<file path="config.mk">
export PLATFORM = sky130hd
export DESIGN_NAME = kef_ctrl
export DESIGN_NICKNAME = d
export VERILOG_FILES = /design/src/rtl/core/keyed_expiring_fact_table_assert.svh /design/src/rtl/core/kef_pkg.sv /design/src/rtl/core/kef_ctrl.sv
export SDC_FILE = /design/constraint.sdc
export NUM_CORES = 1
export LEC_CHECK = 0
export ABC_AREA = 1
export BUFFER_PORTS_ARGS = -buffer_cell sky130_fd_sc_hd__buf_2
export CAP_MARGIN = 20
export CORE_AREA = 2 2 39 41
export DETAILED_ROUTE_END_ITERATION = 16
export DIE_AREA = 0 0 41 43
export PLACE_DENSITY = 0.62
export SLEW_MARGIN = 20
export SYNTH_ARGS = -nofsm -noshare
export SYNTH_HDL_FRONTEND = slang
export SYNTH_SLANG_ARGS = --single-unit
</file>
<file path="constraint.sdc">
create_clock -name clock -period 1.2 [get_ports clock]
set_clock_uncertainty 0.1 [all_clocks]
set_input_delay 0.36 -clock clock [delete_from_list [all_inputs] [get_ports clock]]
set_output_delay 0.36 -clock clock [all_outputs]
set_load 0.01 [all_outputs]
</file>
<file path="src/rtl/core/keyed_expiring_fact_table_assert.svh">
// Assertion macros for the keyed expiring fact table.
// Expects signals named clock and reset in the including scope.
`ifndef KEYED_EXPIRING_FACT_TABLE_ASSERT_SVH
`define KEYED_EXPIRING_FACT_TABLE_ASSERT_SVH

// consequent must hold in the same cycle as the antecedent
`define KEF_ASSERT_SAME(label, ante, cons, msg) \
   label: assert property (@(posedge clock) disable iff (reset) (ante) |-> (cons)) \
      else $error(msg);

// consequent must hold in the cycle after the antecedent
`define KEF_ASSERT_NEXT(label, ante, cons, msg) \
   label: assert property (@(posedge clock) disable iff (reset) (ante) |=> (cons)) \
      else $error(msg);

`endif

</file>
<file path="src/rtl/core/kef_pkg.sv">
// Shared types and constants for the keyed expiring fact table.
// No dependencies; used by the interfaces and all core modules.
`default_nettype none

package kef_pkg;

   localparam int unsigned TABLE_DEPTH_DEFAULT = 64;
   localparam int unsigned CSR_INDEX_WIDTH     = 1;

   // register indexes
   localparam logic [CSR_INDEX_WIDTH-1:0] CSR_UNKNOWN_STATE = 1'd0;
   localparam logic [CSR_INDEX_WIDTH-1:0] CSR_NEVER_EXPIRES = 1'd1;

   typedef enum logic [1:0] {
      OP_ADD   = 2'd0,
      OP_CLEAR = 2'd1,
      OP_QUERY = 2'd2,
      OP_NONE  = 2'd3   // ignored, answers all zero
   } kef_op_type;

   typedef enum logic [1:0] {
      ST_OK       = 2'd0,
      ST_ZERO_CAP = 2'd1,
      ST_FULL     = 2'd2
   } kef_status_type;

   typedef enum logic [2:0] {
      S_IDLE,
      S_EXEC,
      S_SCAN,
      S_EVAL,
      S_OUT
   } kef_state_type;

   typedef struct packed {
      logic [1:0]         kind;
      logic [31:0]        capability_key;
      logic [31:0]        subject_class_key;
      logic [63:0]        subject_key;
      logic [7:0]         entry_state;
      logic [31:0]        entry_uncertainty;
      logic signed [63:0] entry_observed;
      logic signed [63:0] entry_expiry;
      logic [31:0]        entry_latency;
      logic signed [63:0] query_now;
   } req_item_type;

   typedef struct packed {
      logic [1:0]         status;
      logic               found_valid;
      logic [7:0]         view_state;
      logic [31:0]        view_uncertainty;
      logic signed [63:0] view_observed;
      logic [31:0]        view_latency;
      logic               stale_flag;
      logic               uncertain_flag;
   } rsp_item_type;

   typedef struct packed {
      logic [CSR_INDEX_WIDTH-1:0] index;
      logic [63:0]                data;
   } csr_item_type;

   typedef struct packed {
      logic [31:0]        capability;
      logic [31:0]        subject_class;
      logic [63:0]        subject;
      logic [7:0]         state;
      logic [31:0]        uncertainty;
      logic signed [63:0] observed;
      logic signed [63:0] expiry;
      logic [31:0]        latency;
   } rec_type;

   // controller -> datapath
   typedef struct packed {
      logic           take;
      logic           set_status;
      kef_status_type status;
      logic           append;
      logic           wipe;
      logic           scan_start;
      logic           issue;
      logic           hit;
      logic           eval;
      logic           load_out;
   } cmd_type;

   // datapath -> controller
   typedef struct packed {
      kef_op_type kind;
      logic       cap_zero;
      logic       full;
      logic       match;
      logic       scan_done;
      logic       out_free;
   } sts_type;

endpackage

`default_nettype wire

</file>
<file path="src/rtl/core/kef_ctrl.sv">
// Controller: sequences add, clear and query scan over the datapath.
// Depends on kef_pkg.
`default_nettype none

module kef_ctrl (
   input  logic             clock,
   input  logic             reset,
   input  logic             req_valid,
   output logic             req_ready,
   input  kef_pkg::sts_type sts,
   output kef_pkg::cmd_type cmd
);
   import kef_pkg::*;

   kef_state_type state_ff;
   kef_state_type state_in;

   always_ff @(posedge clock) begin
      if (reset) begin
         state_ff <= S_IDLE;
      end else begin
         state_ff <= state_in;
      end
   end

   always_comb begin
      state_in   = state_ff;
      cmd        = '0;
      cmd.status = ST_OK;
      req_ready  = 1'b0;
      unique case (state_ff)
         S_IDLE: begin
            req_ready = 1'b1;
            if (req_valid) begin
               cmd.take = 1'b1;
               state_in = S_EXEC;
            end
         end
         S_EXEC: begin
            cmd.set_status = 1'b1;
            state_in       = S_OUT;
            unique case (sts.kind)
               OP_ADD: begin
                  // zero capability is checked before fullness
                  priority if (sts.cap_zero) begin
                     cmd.status = ST_ZERO_CAP;
                  end else if (sts.full) begin
                     cmd.status = ST_FULL;
                  end else begin
                     cmd.append = 1'b1;
                  end
               end
               OP_CLEAR: begin
                  cmd.wipe = 1'b1;
               end
               OP_QUERY: begin
                  cmd.scan_start = 1'b1;
                  state_in       = S_SCAN;
               end
               OP_NONE: begin
               end
            endcase
         end
         S_SCAN: begin
            // compare last read while issuing the next; stop on first hit
            priority if (sts.match) begin
               cmd.hit  = 1'b1;
               state_in = S_EVAL;
            end else if (sts.scan_done) begin
               state_in = S_OUT;
            end else begin
               cmd.issue = 1'b1;
            end
         end
         S_EVAL: begin
            cmd.eval = 1'b1;
            state_in = S_OUT;
         end
         S_OUT: begin
            if (sts.out_free) begin
               cmd.load_out = 1'b1;
               state_in     = S_IDLE;
            end
         end
         default: begin
            state_in = S_IDLE;
         end
      endcase
   end

endmodule

`default_nettype wire

</file>
# [Word-level counts from Yosys, hierarchy flattened]
# Cells that the tools add are included.
# Widths: inputs -> output; s select.
[classes] n_eq_ne=9 n_mux=24 reduce_logical=3
[op_table] op="$mux 3" count=6
[op_table] op="$pmux 3 s5" count=1
[op_table] op="$mux 1" count=13
[op_table] op="$eq 3x2->1 const B" count=2
[op_table] op="$mux 2" count=3
[op_table] op="$mux 6" count=1
[op_table] op="$ne 2x2->1 const B" count=2
[op_table] op="$eq 3x1->1 const B" count=1
[op_table] op="$eq 3x3->1 const B" count=1
[op_table] op="$logic_not 3->1" count=1
[op_table] op="$ne 3x3->1 const B" count=1
[op_table] op="$reduce_and 3->1" count=1
[op_table] op="$eq 2x1->1 const B" count=1
[op_table] op="$eq 2x2->1 const B" count=1
[op_table] op="$logic_not 2->1" count=1
[word_totals] reg_bits=3 inputBits=10 output_inout_bits=12 elab_cells=37

# [Longest topological paths before layout]
# Gate-level depths: netlist (run 1).
[logic_depth] ltp_word=4 mapped_depth=6 depth_no_buf=6

# [Worst setup path after synthesis (run 1)]
# No wires, ideal clock.
[synth_path] path_kind="input port to output port" start="input sts[5] in the netlist's numbering" end="output cmd[6] in the netlist's numbering" arrival_ns=1.076 required_time_ns=0.740 setup_slack_ns=-0.336 stages=2 n_path_buf=0 path_cell_list="or2_2 nor4_1"
[synth_lines] item="from (decl)" line="kef_ctrl.sv:10" source="input kef_pkg::sts_type sts,"
[synth_lines] item="to (decl)" line="kef_ctrl.sv:11" source="output kef_pkg::cmd_type cmd"

==> run metrics, run 1 <==
run status finished with violations; failing checks setup timing; post-DR wirelength/cell 9.25 um; count of unique library cells instantiated by Yosys 15; top-level I/O count 22; final core occ 0.454; fraction of the mapped netlist area in simple logic gates 0.520; met1 GRT Util 0.129; combinational share of power 0.568; Overflow after GRT 0; final worst slack -0.411 ns; RR Endpoint state_ff[2]; Worst Setup Path Type in -> out; grt met2 use 0.225; main combinational cell family by area after synthesis simple AND/OR/NAND/NOR gates; RSZ-0062 raised after global routing yes; synthesized area per cell approximately 5.6 um^2; largest net degree at the start of global routing 8; Final min period 1.61 ns; synth cell count leaders inv_1, nand2_1, nor3_1, nand3_1, nor2_1; Post-synth ARST share 0; complex-gate fraction of the synthesized area 0.0897; average via count per standard cell 4.40; Required @ worst endpoint 0.74 ns; part of the power in the clock network 0.220; Antenna Cells 0; Leakage Power around 0.36 nW; Top reg by flops state_ff; die span in x 41 um; Cells after Synth 50; weighted congestion at the end of routability-driven global placement between 0.8 and 0.9; die area between 1500 and 2000 um^2; synthesized netlist net count 60; Multi-input gate area roughly 240 um^2; share of layout cells above drive strength 1 0.625; arrival time worst endpoint 1.15 ns; fraction of power consumed by sequential logic 0.211; EDFF count, synth 0; worst slack at placement -0.411 ns; clk_lat worst skew 0.24 ns; worst reg-to-reg setup slack -0.08 ns; post-route DRC violation count 0; number of buffers added on ports 21; leading post-synthesis cells by cell area dfxtp_1, inv_1, nor3_1, nand2_1, nand3_1; clock-pin slew of the registers on the worst-case setup and hold paths 0.04 ns; final-stage net count 99; placeable core region between 1000 and 1500 um^2; part of the cycle the worst path needs 1.34; net switching power figure 0.342 mW; deepest level of the CTS H-tree 1; Synth Flop Type dfxtp_1; CTS Root Cell clkbuf_4; post-DP HPWL 737 um; multiplexer share of the synthesized area 0; clk sink count 3; cell type with the highest aggregate area in the netlist dfxtp_1; detailed router's first-iteration violation count 7; Register Area 68.8 um^2; Slew HR 0.875; power after layout between 0.8 and 0.9 mW; Worst Reg2Reg Path Length in Cells 7; largest registers state_ff: 3 flops; busiest layer in global routing met2; arithmetic-cell share of the synthesized area counting full adders, half adders and majority gates 0; via count of the first global-routing pass 416; effective utilization at floorplan 0.202; terminating pin of the worst hold path state_ff[0]; global routing usage summed across all routing layers 0.135; switching part of the total 0.417; met3 capacity usage during global routing 0.0366; Final Hold Viols 0; cell area after technology mapping between 200 and 300 um^2; ANT nets after route 0; routed via count 458; Layout area overhead 125%; Filler Cell Count ~140; internal cell power approximately 0.48 mW; fraction of the yosys area taken by sequential cells 0.215; Max Clk Rate 621 MHz; Setup crit end kind primary output; most frequent cell after synthesis inv_1; number of flip-flops in the largest register 3; total iterations of the first detailed-routing run 4; total clock buffers created by CTS 3; die height 43 um; post-synthesis xor/xnor area fraction 0; startpoint type of the worst setup path input pin; final setup violation count 13; DRT Wirelength 962 um; reg2reg start state_ff[0]; number of warnings reported in the yosys synthesis log 0; transition time at the pin with the least slew margin roughly 0.19 ns; CTS tree done; areal power density over the cells 1300 nW/um^2; FP Rows 14; Hold Path Class in -> reg; antenna violations before repair 0; share of the synthesized area in the top cell type 0.215; synthesized flop and latch total 3; maximum root-to-sink buffer count 2; max-cap check violation count 0; global-route wire length before repair 1550 um; Final Max Slew Viols 0; worst hold path cell count 2; maximum vdd drop 0.461 mV; top fanout value on the critical path 3; setup total negative slack -4.26 ns; beginning of the worst hold path reset
==> power groups by stage <==
stage	clock, mW	sequential [mW]	combinational [mW]
floorplan	0	0.168	0.244
global placement	0	0.164	0.421
detailed placement	0	0.165	0.425
CTS	0.188	0.167	0.434
global route	0.197	0.177	0.522
finish	0.180	0.173	0.466
==> how the worst max path moves through the flow <==
| stage | startpoint | endpoint | slack [ns] | depth (start not counted) |
|---|---|---|---|---|
| 6_report | sts[5] | cmd[6] | -0.41 | 4 |
| 5_1_grt | state_ff[0] | cmd[6] | -0.49 | 5 |
| 4_1_cts | state_ff[0] | cmd[6] | -0.43 | 5 |
| 3_5_place_dp | sts[5] | cmd[6] | -0.41 | 4 |
| 3_3_place_gp | sts[5] | cmd[6] | -0.41 | 4 |
| 2_1_floorplan | sts[5] | cmd[6] | -0.19 | 2 |
==> critical path, stage by stage <==
cell	delay [ns]
buf_2	0.11
or2_4	0.27
nor4_4	0.25
buf_2	0.16
==> cell usage in the layout (no fill, tap or decap), drive strengths merged <==
master and count:
buf 34, clkbuf 4, dfxtp 3, inv 13, nand2 8, nand3 5, nand3b 1, nor2 7
nor3 6, nor4 2, o21ai 2, o21bai 2, or2 1
==> routing by layer <==
metal / wire length (um) / part of all wire
met1: 359 / 0.37
met2: 500 / 0.52
met5: 0 / 0
met3: 74 / 0.077
met4: 27 / 0.028
==> stage by stage <==
step,area (um^2),hold slack (ns),instances
final,628,0.208,104
after global placement,574,0.449,99
after global routing,628,0.204,104
after detailed placement,574,0.444,99
after CTS,609,0.200,103
after floorplan,359,0.329,50
==> final cells by class <==
cell class | instances | share of cell area
timing repair buffer | 34 | 0.343
tap | 16 | 0.0319
sequential | 3 | 0.110
multi-input combinational | 34 | 0.388
clock buffer | 4 | 0.0418
inverter | 13 | 0.0857
==> timing repair <==
action	CTS	global route
buffers inserted	0	1
gates resized for setup	2	5
hold buffers	0	0
pin swaps	1	1
setup endpoints to repair	13	15
==> kinds of logic after synthesis <==
kind of cell           after synthesis
AO/OA/AOI/OAI                        4
buffers and inverters               13
flip-flops                           3
AND/OR/NAND/NOR                     30
(Power assumes the default switching activity.)
==> run 2, diff against run 1 <==
--- a/config.mk
+++ b/config.mk
@@ -5,13 +5,13 @@
 export SDC_FILE = /design/constraint.sdc
 export NUM_CORES = 1
 export LEC_CHECK = 0
-export ABC_AREA = 1
+export ABC_AREA = 0
 export BUFFER_PORTS_ARGS = -buffer_cell sky130_fd_sc_hd__buf_2
 export CAP_MARGIN = 20
 export CORE_AREA = 2 2 39 41
 export DETAILED_ROUTE_END_ITERATION = 16
 export DIE_AREA = 0 0 41 43
-export PLACE_DENSITY = 0.62
+export PLACE_DENSITY = 0.59
 export SLEW_MARGIN = 20
 export SYNTH_ARGS = -nofsm -noshare
 export SYNTH_HDL_FRONTEND = slang
==> constraint.sdc (replaced) <==
create_clock -name clock -period 1.9 [get_ports clock]
set_clock_uncertainty 0.1 [all_clocks]
set_input_delay 0.57 -clock clock [delete_from_list [all_inputs] [get_ports clock]]
set_output_delay 0.57 -clock clock [all_outputs]
set_load 0.01 [all_outputs]
==> run 2 against run 1 <==
  * Register-to-register slack improved by 0.44 ns
  * Final area fell by 19%
  * Combinational power fell by 76%
  * Sequential cell count did not move
  * Clock-buffer cell count did not move
  * Sequential share of layout area rose by 1.6 points
  * The flow still finishes with violations (setup timing)
  * Largest power group unchanged
  * Critical path type is now reg -> out
  * Clock power fell by 39%
  * Largest cell class unchanged
  * Utilization fell by 8.6 points
  * Critical endpoint is now cmd[3]
  * Total power fell by 64%
  * Sequential power fell by 56%
  * Worst hold slack improved by 0.14 ns
==> run metrics, run 2 <==
run status finished with violations; failing checks setup timing; synthesized area per cell 7.65 um^2 (+37%); Final Max Slew Viols 0 (unchanged); synthesized netlist net count 44 (-27%); deepest level of the CTS H-tree 1 (unchanged); grt met2 use 0.147 (-0.0781); routed via count 349 (-24%); number of non-filler instances in the completed layout 80 (-23%); post-route DRC violation count 0 (unchanged); Worst Reg2Reg Path Length in Cells 5 (-2); arrival time worst endpoint 1.25 ns (+0.10 ns); die area 1760 um^2 (unchanged); largest net degree at the start of global routing 9 (+1); number of flip-flops in the largest register 3 (unchanged); top fanout value on the critical path 3 (unchanged); Cells after Synth 34 (-32%); leading post-synthesis cells by cell area dfxtp_1, nor4b_1, or3b_2, a21oi_1, nor3b_1; startpoint type of the worst setup path flop; setup total negative slack -0.0293 ns (+4.23 ns); Final min period just under 2 ns; share of the synthesized area in the top cell type 0.231 (+0.0155); busiest layer in global routing met2; Antenna Cells 0 (unchanged); count of unique library cells instantiated by Yosys 19 (+4); most frequent standard cell in the layout excluding fill and tap cells buf_2; final-stage net count 75 (-24%); most frequent cells in the layout buf_2, buf_4, a21oi_1, clkbuf_4, dfxtp_2; final worst slack -0.0246 ns (+0.386 ns); Critical path destination cmd[3]; Overflow after GRT 0 (unchanged); Filler Cell Count 153 (+13%); max incr delay on CP 0.42 ns (+0.15 ns); maximum root-to-sink buffer count 2 (unchanged); total clock buffers created by CTS 3 (unchanged); worst hold path cell count 1 (-1); Post-synth ARST share 0 (unchanged); number of warnings reported in the yosys synthesis log 0 (unchanged); Required @ worst endpoint 1.23 ns (+0.49 ns); cell area after technology mapping 260 um^2 (-6.7%); CP Cell Sequence or3b_4, nor3_4, buf_2; Hold Path Class reg -> reg; number of buffers added on ports 21 (unchanged); RSZ-0062 raised after global routing yes; antenna violations before repair 0 (unchanged); part of the cycle the worst path needs 1.01; global routing usage summed across all routing layers 0.100 (-0.0343); Max Clk Rate 520 MHz; ANT nets after route 0 (unchanged); die height 43 um (unchanged); global-route wire length before repair 1200 um (-23%); met3 capacity usage during global routing 0.0471 (+0.0105); CTS Root Cell clkbuf_4; worst reg-to-reg setup slack 0.36 ns (+0.44 ns); Top reg by flops state_ff; clk_lat worst skew 0.23 ns (about the same); DRT Wirelength 727 um (-24%); instance count after placement with tap cells included 74 (-25%); detailed router's first-iteration violation count 0 (-7); placeable core region 1380 um^2 (unchanged); fraction of the yosys area taken by sequential cells 0.231 (+0.0155); highest-delay cell along the critical path or3b_4; CTS tree done; Critical Path Stages 3 (-1); areal power density over the cells 582 nW/um^2 (-55%); weighted congestion at the end of routability-driven global placement 0.771 (-3.7%); Synth Flop Type dfxtp_1; Final Hold Viols 0 (unchanged); share of layout cells above drive strength 1 0.688 (+0.0625); synthesized flop and latch total 3 (unchanged); Multi-input gate area 238 um^2 (-2.6%); worst setup path startpoint state_ff[2]; synth cell count leaders a21oi_1, dfxtp_1, nand2_1, nor2_1; die span in x 41 um (unchanged); met1 GRT Util 0.121 (-0.00721); maximum vdd drop 0.443 mV (-3.8%); reg2reg start state_ff[1]; via count of the first global-routing pass 324 (-22%); EDFF count, synth 0 (unchanged); Leakage Power 0.255 nW (-29%); top-level I/O count 22 (unchanged); post-DR wirelength/cell 9.09 um (-1.8%); Layout area overhead 95.7%; max-cap check violation count 0 (unchanged); power after layout 0.297 mW (-64%); Setup crit end kind primary output; largest registers state_ff: 3 flops; family of cells with the greatest summed delay on the critical path simple AND/OR/NAND/NOR gates; final core occ 0.368 (-0.0859); transition time at the pin with the least slew margin 0.325 ns (+0.140 ns); count of hold-fix buffers inserted at cts 0 (unchanged); RR Endpoint state_ff[2]; buffering stage count on the worst path with inverters included 1 (-1); effective utilization at floorplan 0.188 (-0.0136); clk sink count 3 (unchanged); Slew HR 0.783 (-0.0925); Register Area 63.8 um^2 (-7.3%); cell type with the highest aggregate area in the netlist dfxtp_1; average via count per standard cell 4.36 (-0.94%); FP Rows 14 (unchanged); clock-pin slew of the registers on the worst-case setup and hold paths 0.04 ns (about the same); total iterations of the first detailed-routing run 1 (-3); Worst Setup Path Type reg -> out; final setup violation count 2 (-11)
run 2: changes by cell type after synthesis, sizes merged, moves of 3 or more:
cell,previous run,this run
nor2,7,3
nand2,8,3
nand3,5,0
nor3,6,3
inv,13,2
a21oi,0,3
run 2: timing repair:
item | in CTS | in global routing
endpoints found under the setup margin | 6 | 7
buffers inserted | 1 | 1
pin swaps | 3 | 5
resized for setup | 8 | 7
endpoints found under the hold margin | 0 | 0
run 2: layer usage:
metal  part of all wire  vias to the layer above
met3              0.067                        0
met2               0.46                       12
met5                  0                        -
met1               0.47                      154
met4                  0                        0
li1                   -                      183
run 2: worst min path at each step:
stage / to / slack [ns] / start
finish: state_ff[0] / 0.35 / state_ff[0]
global route: state_ff[0] / 0.38 / state_ff[0]
CTS: state_ff[0] / 0.35 / state_ff[0]
detailed placement: state_ff[0] / 0.38 / state_ff[0]
global placement: state_ff[0] / 0.37 / state_ff[0]
floorplan: state_ff[0] / 0.41 / state_ff[2]
run 2: cell type report:
| cell class | instances | area share |
|---|---|---|
| Inverter | 2 | 0.0147 |
| Tap cell | 16 | 0.0393 |
| Multi-Input combinational cell | 28 | 0.467 |
| Timing Repair Buffer | 27 | 0.302 |
| Clock buffer | 4 | 0.0516 |
| Sequential cell | 3 | 0.125 |
run 2: stage by stage:
step           instance area [um^2]  setup slack [ns]  hold slack, ns
6_report                        509           -0.0246           0.348
5_1_grt                         509           -0.0820           0.382
4_1_cts                         464           -0.0683           0.349
3_5_place_dp                    404           -0.0377           0.377
3_3_place_gp                    404           -0.0398           0.370
2_1_floorplan                   260             0.149           0.412
run 2: kinds of logic (layout without fill, tap and decap cells):
kind of cell           after synthesis  count (layout)  share of synthesized area
and+or+nand+nor                     23              23                      0.572
AOI/OAI and AO/OA                    5               5                      0.125
DFF                                  3               3                      0.231
buffers and inverters                3              33                     0.0721
run 2: report_power, final:
group	total, mW	internal (mW)	switching [mW]
combinational	0.110	0.0552	0.0547
sequential	0.0764	0.0701	0.00630
clock	0.110	0.0786	0.0317
total	0.296	0.204	0.0927
==> run 3, diff against run 2 <==
--- a/config.mk
+++ b/config.mk
@@ -6,12 +6,12 @@
 export NUM_CORES = 1
 export LEC_CHECK = 0
 export ABC_AREA = 0
-export BUFFER_PORTS_ARGS = -buffer_cell sky130_fd_sc_hd__buf_2
 export CAP_MARGIN = 20
 export CORE_AREA = 2 2 39 41
 export DETAILED_ROUTE_END_ITERATION = 16
 export DIE_AREA = 0 0 41 43
-export PLACE_DENSITY = 0.59
+export DONT_BUFFER_PORTS = 1
+export PLACE_DENSITY = 0.44
 export SLEW_MARGIN = 20
 export SYNTH_ARGS = -nofsm -noshare
 export SYNTH_HDL_FRONTEND = slang
==> run 3 against run 2 <==
  * The flow now finishes without violations
  * Total power is 8.2% lower
  * Final cell count is 24% lower
  * Largest power group is now clock
  * Global-route usage is 1.4 points lower
  * Utilization is 5.9 points lower
  * Combinational power is 21% lower
  * Fmax is 2.9% higher
  * Sequential share of layout area is 2.4 points higher
  * Wire length is 4.5% lower
==> run metrics, run 3 (synthesis results as in run 2) <==
busiest layer in global routing met4; most frequent cells in the layout buf_4, a21oi_1, clkbuf_4, dfxtp_2; grt met2 use 0.0906 (-0.0563); Hold Path Class in -> reg; startpoint type of the worst setup path flop; placeable core region 1380 um^2 (unchanged); worst hold path cell count 1 (unchanged); placed instance area 314 um^2 (-22%); Setup crit end kind primary output; post-route DRC violation count 0 (unchanged); antenna violations before repair 0 (unchanged); via count of the first global-routing pass 251 (-23%); Overflow after GRT 0 (unchanged); met3 capacity usage during global routing 0.0314 (-0.0157); Top reg by flops state_ff; beginning of the worst hold path reset; top fanout value on the critical path 5 (+2); worst slack at placement 0.0933 ns (+0.131 ns); CTS tree done; die height 43 um (unchanged); max-cap check violation count 0 (unchanged); Worst Setup Path Type reg -> out; die area 1760 um^2 (unchanged); total iterations of the first detailed-routing run 2 (+1); fraction of power consumed by sequential logic 0.282 (+0.024); final-stage net count 56 (-25%); Final Max Slew Viols 0 (unchanged); ANT nets after route 0 (unchanged); met1 GRT Util 0.106 (-0.0153); power after layout 0.272 mW (-8.2%); switching part of the total 0.293 (-0.0192); clk sink count 3 (unchanged); FP Rows 14 (unchanged); Max Clk Rate 535 MHz (+2.9%); clock-pin slew of the registers on the worst-case setup and hold paths 0.03 ns (about the same); share of layout cells above drive strength 1 0.622 (-0.0653); Filler Cell Count 159 (+3.9%); Slew HR 0.648 (-0.134); reg2reg start state_ff[2]; top-level I/O count 22 (unchanged); RR Endpoint state_ff[0]; deepest level of the CTS H-tree 1 (unchanged); largest registers state_ff: 3 flops; maximum root-to-sink buffer count 2 (unchanged); Final Hold Viols 0 (unchanged); number of buffers added on ports 0 (-100%); terminating pin of the worst hold path state_ff[2]; weighted congestion at the end of routability-driven global placement 0.691 (-10%); part of the power in the clock network 0.400 (+0.028); most frequent standard cell in the layout excluding fill and tap cells buf_4; DRT Wirelength 694 um (-4.5%); CTS Root Cell clkbuf_4; Worst Reg2Reg Path Length in Cells 6 (+1); count of hold-fix buffers inserted at cts 0 (unchanged); internal cell power 0.192 mW (-5.7%); detailed router's first-iteration violation count 2 (+2); maximum vdd drop 0.191 mV (-57%); largest net degree at the start of global routing 8 (-1); areal power density over the cells 636 nW/um^2 (+9.2%); Leakage Power 0.174 nW (-32%); routed via count 294 (-16%); transition time at the pin with the least slew margin 0.526 ns (+0.201 ns); final hold slack 0.306 ns (-0.0421 ns); worst reg-to-reg setup slack 0.22 ns (-0.14 ns); number of non-filler instances in the completed layout 61 (-24%); global-route wire length before repair 945 um (-21%); global routing usage summed across all routing layers 0.0863 (-0.0139); net switching power figure 0.0798 mW (-14%); total clock buffers created by CTS 3 (unchanged); average via count per standard cell 4.82 (+10%); run status finished, final reports clean; final setup violation count 0 (-2); part of the cycle the worst path needs 0.985 (-0.0283); Post-Layout Inst Area 428 um^2 (-16%); combinational share of power 0.318 (-0.053); final worst slack 0.0291 ns (+0.0537 ns); Layout area overhead 64.4%; Antenna Cells 0 (unchanged); clk_lat worst skew 0.23 ns (about the same); post-DR wirelength/cell 11.4 um (+25%); Final min period 1.87 ns (-0.0537 ns); effective utilization at floorplan 0.188 (unchanged); Required @ worst endpoint 1.23 ns (about the same); die span in x 41 um (unchanged); instance count after placement with tap cells included 55 (-26%); RSZ-0062 raised after global routing yes; number of flip-flops in the largest register 3 (unchanged); arrival time worst endpoint 1.20 ns (-0.05 ns)
run 3: changes by cell type in the layout (fill, tap and decap cells not counted), sizes merged:
cell / delta
buf: -19
run 3: worst max path at each step:
stage,start,slack (ns),to,cells after the start
finish,state_ff[1],0.03,cmd[7],4
global route,state_ff[1],-0.02,cmd[7],4
CTS,state_ff[1],-0.02,cmd[4],4
detailed placement,sts[5],0.09,cmd[6],2
global placement,sts[5],0.11,cmd[6],2
floorplan,sts[5],0.15,cmd[6],2
run 3: area by class of cell:
class | count | area (um^2) | share of cell area
multi-input cells | 28 | 250 | 0.585
inverters | 2 | 7.51 | 0.0175
clock buffers | 4 | 26.3 | 0.0614
flip-flops and latches | 3 | 63.8 | 0.149
well taps | 16 | 20.0 | 0.0468
repair buffers | 8 | 60.1 | 0.140
run 3: power groups by stage:
stage | sequential (mW) | clock [mW] | combinational [mW]
2_1_floorplan | 0.0753 | 0 | 0.0454
3_3_place_gp | 0.0754 | 0 | 0.0651
3_5_place_dp | 0.0755 | 0 | 0.0653
4_1_cts | 0.0756 | 0.116 | 0.0689
5_1_grt | 0.0780 | 0.120 | 0.0962
6_report | 0.0767 | 0.109 | 0.0866
run 3: metrics by stage:
stage / util / setup TNS [ns]
3_5_place_dp: 0.227 / 0
5_1_grt: 0.309 / -0.0309
6_report: 0.309 / 0
4_1_cts: 0.262 / -0.0643
3_3_place_gp: 0.227 / 0
2_1_floorplan: - / 0
run 3: worst max-delay path, cell delays in order, from the launching register on:
cell and delay, ns:
dfxtp_2 0.32, nor2_2 0.12, nand2_2 0.12, nor4b_2 0.26, buf_4 0.16
run 3: what timing repair did:
action                                  in CTS  in global routing
pin swaps                                    2                  3
buffers inserted                             1                  1
gates resized for setup                      6                 12
endpoints found under the setup margin       5                  8
hold endpoints to repair                     0                  0
run 3: layer usage:
metal | vias up | wire, um
met4 | 0 | 19
met2 | 14 | 338
met3 | 2 | 70
met1 | 134 | 264
li1 | 144 | -
met5 | - | 0
